### src/rtl/v3a_pkg.sv
// v3a_pkg: shared widths, opcodes, word types and saturation helper
// for the three-component vector unit; no dependencies
package v3a_pkg;

    // word and fixed-point format
    localparam int WORD_W     = 32;
    localparam int FRAC_BITS  = 16;
    localparam int OP_W       = 4;
    localparam int LANES      = 3;

    // derived arithmetic widths
    localparam int PROD_W     = 2 * WORD_W;
    localparam int FMUL_W     = PROD_W - FRAC_BITS;
    localparam int DIVD_W     = WORD_W + FRAC_BITS;
    localparam int ROOT_W     = WORD_W;
    localparam int RAD_W      = 2 * ROOT_W;
    localparam int REM_W      = ROOT_W + 4;
    localparam int SQ_STAGES  = ROOT_W;
    localparam int DIV_STAGES = DIVD_W;

    // saturation limits, wide and word sized
    localparam logic signed [PROD_W-1:0] SAT_HI =
        {{(PROD_W-WORD_W+1){1'b0}}, {(WORD_W-1){1'b1}}};
    localparam logic signed [PROD_W-1:0] SAT_LO = ~SAT_HI;
    localparam logic [WORD_W-1:0] WORD_HI = {1'b0, {(WORD_W-1){1'b1}}};
    localparam logic [WORD_W-1:0] WORD_LO = {1'b1, {(WORD_W-1){1'b0}}};

    // opcodes
    localparam logic [OP_W-1:0] OP_ADD   = 4'd0;
    localparam logic [OP_W-1:0] OP_SUB   = 4'd1;
    localparam logic [OP_W-1:0] OP_MUL   = 4'd2;
    localparam logic [OP_W-1:0] OP_DIV   = 4'd3;
    localparam logic [OP_W-1:0] OP_SADD  = 4'd4;
    localparam logic [OP_W-1:0] OP_SSUB  = 4'd5;
    localparam logic [OP_W-1:0] OP_SMUL  = 4'd6;
    localparam logic [OP_W-1:0] OP_SDIV  = 4'd7;
    localparam logic [OP_W-1:0] OP_DOT   = 4'd8;
    localparam logic [OP_W-1:0] OP_CROSS = 4'd9;
    localparam logic [OP_W-1:0] OP_SQMAG = 4'd10;
    localparam logic [OP_W-1:0] OP_MAG   = 4'd11;
    localparam logic [OP_W-1:0] OP_NORM  = 4'd12;
    localparam logic [OP_W-1:0] OP_EQ    = 4'd13;

    typedef logic signed [WORD_W-1:0] t_word;

    // input and output words
    typedef struct packed {
        logic [OP_W-1:0] op;
        t_word           a_x;
        t_word           a_y;
        t_word           a_z;
        t_word           b_x;
        t_word           b_y;
        t_word           b_z;
        t_word           scalar_in;
    } t_in;

    typedef struct packed {
        t_word r_x;
        t_word r_y;
        t_word r_z;
        t_word r_scalar;
        logic  is_equal;
        logic  div_zero;
        logic  overflowed;
    } t_out;

    typedef struct packed {
        t_word val;
        logic  ovf;
    } t_sat;

    // divide operands of one lane, as magnitudes and signs
    typedef struct packed {
        logic              a_neg;
        logic              a_zero;
        logic [WORD_W-1:0] a_mag;
        logic              d_neg;
        logic [WORD_W-1:0] d_mag;
    } t_dop;

    // what a lane hands to the merge stage
    typedef struct packed {
        t_word                    vec;
        logic                     vec_ovf;
        logic signed [FMUL_W-1:0] fm;
        logic [RAD_W-1:0]         sq;
        logic                     eq;
        t_dop                     dop;
    } t_lane;

    // merged word waiting on the square root
    typedef struct packed {
        logic [OP_W-1:0]       op;
        t_word [LANES-1:0]     vec;
        t_word                 rs;
        logic                  eq;
        logic                  ovf;
        t_dop [LANES-1:0]      dop;
    } t_carry;

    // merged word waiting on the dividers
    typedef struct packed {
        logic [OP_W-1:0]   op;
        t_word [LANES-1:0] vec;
        t_word             rs;
        logic              eq;
        logic              ovf;
    } t_tail;

    typedef struct packed {
        t_word q;
        logic  ovf;
        logic  dz;
    } t_div_res;

    // clamp a wide signed value to the word range
    function automatic t_sat sat_word(input logic signed [PROD_W-1:0] v);
        t_sat s;
        if (v > SAT_HI) begin
            s.val = WORD_HI;
            s.ovf = 1'b1;
        end else if (v < SAT_LO) begin
            s.val = WORD_LO;
            s.ovf = 1'b1;
        end else begin
            s.val = v[WORD_W-1:0];
            s.ovf = 1'b0;
        end
        return s;
    endfunction

endpackage

### src/rtl/v3a_sqrt.sv
// v3a_sqrt: pipelined integer square root, one root bit per stage
// depends on v3a_pkg
module v3a_sqrt
    import v3a_pkg::*;
(
    input  logic              i_clk,
    input  logic              i_adv,
    input  logic [RAD_W-1:0]  i_rad,
    output logic [ROOT_W-1:0] o_root
);

    logic [REM_W-1:0]  r_rem  [SQ_STAGES];
    logic [ROOT_W-1:0] r_root [SQ_STAGES];
    logic [RAD_W-1:0]  r_rad  [SQ_STAGES];

    for (genvar k = 0; k < SQ_STAGES; k++) begin : g_stage
        logic [REM_W-1:0]  w_rem_in;
        logic [ROOT_W-1:0] w_root_in;
        logic [RAD_W-1:0]  w_rad_in;
        logic [REM_W-1:0]  w_sh;
        logic [REM_W-1:0]  w_trial;
        logic              w_ge;

        if (k == 0) begin : g_first
            assign w_rem_in  = '0;
            assign w_root_in = '0;
            assign w_rad_in  = i_rad;
        end else begin : g_next
            assign w_rem_in  = r_rem[k-1];
            assign w_root_in = r_root[k-1];
            assign w_rad_in  = r_rad[k-1];
        end

        // bring down two radicand bits, try root*4+1
        assign w_sh    = {w_rem_in[REM_W-3:0], w_rad_in[RAD_W-1 -: 2]};
        assign w_trial = REM_W'({w_root_in, 2'b01});
        assign w_ge    = (w_sh >= w_trial);

        always_ff @(posedge i_clk) begin
            if (i_adv) begin
                r_rem[k]  <= w_ge ? (w_sh - w_trial) : w_sh;
                r_root[k] <= {w_root_in[ROOT_W-2:0], w_ge};
                r_rad[k]  <= w_rad_in << 2;
            end
        end
    end

    assign o_root = r_root[SQ_STAGES-1];

endmodule

### config.mk
export PLATFORM = sky130hd
export DESIGN_NAME = v3a_sqrt
export DESIGN_NICKNAME = d
export VERILOG_FILES = /design/src/rtl/v3a_pkg.sv /design/src/rtl/v3a_sqrt.sv
export SDC_FILE = /design/constraint.sdc
export NUM_CORES = 2
export LEC_CHECK = 0
export BUFFER_PORTS_ARGS = -buffer_cell sky130_fd_sc_hd__buf_2
export CORE_ASPECT_RATIO = 1.2
export CORE_MARGIN = 1.5
export CORE_UTILIZATION = 45
export DETAILED_ROUTE_END_ITERATION = 10
export SLEW_MARGIN = 20
export SYNTH_ARGS = -nofsm -noshare
export SYNTH_HDL_FRONTEND = slang
export SYNTH_MEMORY_MAX_BITS = 65536
export SYNTH_SLANG_ARGS = --single-unit
### constraint.sdc
create_clock -name i_clk -period 3.3 [get_ports i_clk]
set_input_delay 0.165 -clock i_clk [delete_from_list [all_inputs] [get_ports i_clk]]
set_output_delay 0.165 -clock i_clk [all_outputs]
set_load 0.05 [all_outputs]
==> results.cfg <==
[timing]
tightestPinTransition_ns = 0.822
fin_skew_ns = 0.0513
setup_violations = 59
fin_setup_tns_ns = -5.38
finalMaxSlewViolations = 0
layout_setup_ws_ns = -0.196
maxSlewHeadroom_pct = 44.7
rsz0062_at_grt = true
clock.fmax_ghz = 0.286
period_share_pct = 106
hold_violations = 0
layout_min_cycle_time_ns = 3.50

[worst_setup_path]
worstPathArrival_ns = 4.05
reg2reg_depth = 8
end_kind = flop
crit_type = flop to flop
cp_max_fo = 8
regToRegSetupSlack_ns = -0.20
reg2reg_to = r_rem[1][88]$_DFFE_PP_
crit_required_ns = 3.85
r2r_start = r_rem[1][58]$_DFFE_PP_
start_kind = flop

[floorplan]
die_w_um = 470
start_util_pct = 45.3
core_area_um2 = 260000
pin_count = 98
die_area_um2 = 265000
placementRows = 205
die_h_um = 563

[clock_tree]
ctsRootBufferMaster = clkbuf_16
clkTransAtPathRegs_ns = 0.06
cts_num_sinks = 2523
clk_latency_ns = 0.84
cts_tree = yes
cts_max_level = 5
cts_buffer_depth = 4
cts_buffers = 276

[yosys]
synthTopCellsByArea = edfxtp_1 64%, ha_1 6.0%, xor2_1 3.1%
ys_seq_area_share_pct = 64.4
synth_edf_count = 2523
synthMuxAreaShare_pct = 0.646
synth_top_area_share_pct = 64.4
yosysTopAreaCell = edfxtp_1
synth_compound_area_share_pct = 9.83
ys_types = 88
netlist_area_um2 = 118000
synth-seq-cells = 2523
synth_cells = 9170
yosysWarnings = 0
synthArstFlopShare_pct = 0
synth_top_family_by_area = simple AND/OR/NAND/NOR gates
synth_xor_area_share_pct = 6.18
syn_avg_cell_area_um2 = 12.8
synth_ff_type = edfxtp_1
synth_nets = 9798
synth_fa_ha_area_share_pct = 5.97
synthSimpleGateAreaFrac_pct = 10.1

[routing]
drtIter0Drc = 4413
num_vias = 74100
via_per_inst = 5.32
post_drt_wl_per_cell_um = 18.8
drt-pass1-iter-count = 9
drt_wl_total_um = 261000
drc_errors = 2
drt.antenna.violating_nets = 0

[final_layout]
area_delta_synth_final_pct = 19.1
final_area_um2 = 140000
final_nets = 10900
drive_gt1_share_pct = 16.1

[grt]
grt_max_degree = 129
grt_pass1_vias = 75300
antenna_found_initial = 1
track_usage_pct = 19.3
grt_pass1_wl_um = 408000
gr-total-overflow = 0

[placement]
dp_hpwl_um = 191000
place_congestion = 0.902
placed_cell_area_um2 = 128000
io_buffers = 97

[run]
cap_violations = 0

[power_and_ir_drop]
p_leak_nw = 54.3
power.density_nw_per_um2 = 672
finalPower_mw = 94.2
peakVddDrop_uv = 510

[status]
violations = DRC, setup timing
status = finished, violations left

[hold_path]
hold_path_end = r_rad[0][36]$_DFFE_PP_
min_path_cells = 2
hp-start = i_rad[36]
holdCritPathClass = input pin to flop
==> metal layers <==
layer	global-route usage, %	routed length, µm	vias to the layer above
met5	0	0	-
met4	6.89	9420	0
met3	2.40	8290	532
met2	37.0	141000	1240
met1	21.8	103000	36100
li1	-	-	36300
==> cell usage in the layout, fill, tap and decap left out, drive strengths merged, types with 100 or more instances in the layout <==
| master | Yosys | layout |
|---|---|---|
| edfxtp | 2523 | 2523 |
| buf | 25 | 917 |
| inv | 717 | 731 |
| nand2 | 713 | 713 |
| ha | 562 | 562 |
| o21ai | 559 | 559 |
| nor2 | 509 | 509 |
| a21oi | 502 | 502 |
| xor2 | 422 | 422 |
| xnor2 | 408 | 408 |
| clkbuf | 164 | 326 |
| nor3 | 238 | 238 |
| a21o | 234 | 234 |
| nand3 | 164 | 164 |
| nor4 | 132 | 132 |
| dlygate4sd3 | 0 | 123 |
| clkinv | 2 | 113 |
| or3 | 105 | 105 |
| o21a | 104 | 104 |
| nand4 | 100 | 100 |
==> sequential cells by signal (all words and copies together), names as in the netlist <==
register and count:
r_rad 992, r_rem 1003, r_root 528
==> cell type report <==
type                            count  area (µm²)
Fill cell                       21900      120000
Sequential cell                  2523       75800
Multi-Input combinational cell   5739       39900
Timing Repair Buffer             1048        8840
Clock buffer                      318        7110
Tap cell                         3415        4270
Inverter                          719        2700
Clock inverter                    163        1570
Antenna cell                        2        5.00
==> cell usage after synthesis (all sizes together), types with 22 or more instances <==
master and count:
or3 105, nand2b 81, nand4b 22, nor4 132, nand3b 24, ha 562
nor2 509, a21boi 32, nand3 164, o21ai 559, a21oi 502, nor3 238
xnor2 408, nand2 713, and3 48, o211ai 35, or2 47, clkbuf 164
a31oi 51, inv 717, edfxtp 2523, a21o 234, or4 66, nor2b 82
xor2 422, buf 25, and2 23, a2111oi 26, mux2 64, nand4 100
a211oi 40, o21bai 47, o21a 104, o31ai 67
==> logic make-up after synthesis <==
logic type,count (synthesis)
buf+inv,908
compound gates,1868
mux,68
simple gates,2410
fa+ha+maj,562
xor+xnor,830
other cells,1
flops,2523
==> worst max-delay path: stages, from the launching register on <==
cell and delay [ns]:
edfxtp_1 0.39, or3_4 0.40, or3_4 0.34, or3_4 0.38, or4_4 0.43, or4_4 0.43, or3_4 0.42, buf_6 0.17
mux2_2 0.27
==> how the worst max path moves through the flow <==
| stage | start | endpoint | slack, ns | depth (start not counted) |
|---|---|---|---|---|
| finish | r_rem[1][58]$_DFFE_PP_ | r_rem[1][88]$_DFFE_PP_ | -0.20 | 8 |
| global placement | r_rem[1][340]$_DFFE_PP_ | r_rem[1][393]$_DFFE_PP_ | -0.35 | 13 |
| global route | r_rem[1][58]$_DFFE_PP_ | r_rem[1][76]$_DFFE_PP_ | -0.25 | 8 |
| floorplan | r_rem[0][300]$_DFFE_PP_ | r_rem[0][351]$_DFFE_PP_ | -0.15 | 10 |
| CTS | r_rem[1][58]$_DFFE_PP_ | r_rem[1][76]$_DFFE_PP_ | -0.20 | 8 |
| detailed placement | r_rem[1][365]$_DFFE_PP_ | r_rem[1][414]$_DFFE_PP_ | -0.27 | 13 |
==> where the power goes <==
part | leakage, nW | internal, mW | total, mW | switching, mW
clock | 4.21 | 17.3 | 29.8 | 12.5
sequential | 24.3 | 40.5 | 43.2 | 2.67
combinational | 25.8 | 9.48 | 21.2 | 11.7
total | 54.3 | 67.2 | 94.2 | 26.9
==> stage by stage <==
step                utilization, %  worst slack [ns]  std cells  hold slack, ns
global placement              49.3            -0.355      13200           0.343
global route                  53.9            -0.249      13900          0.0302
finish                        53.9            -0.196      13900          0.0607
detailed placement            49.3            -0.272      13200           0.343
CTS                           53.3            -0.198      13900         0.00663
floorplan                        -            -0.146       9170           0.264
==> timing repair <==
action                     4_1_cts  5_1_grt
hold buffers                   123        0
setup endpoints to repair      261      514
gates cloned                     1       14
setup buffers                   22       38
pin swaps                       14       45
gates resized for setup         75      273
hold endpoints to repair       108        0
No activity file was read; power rests on OpenSTA's default activity.
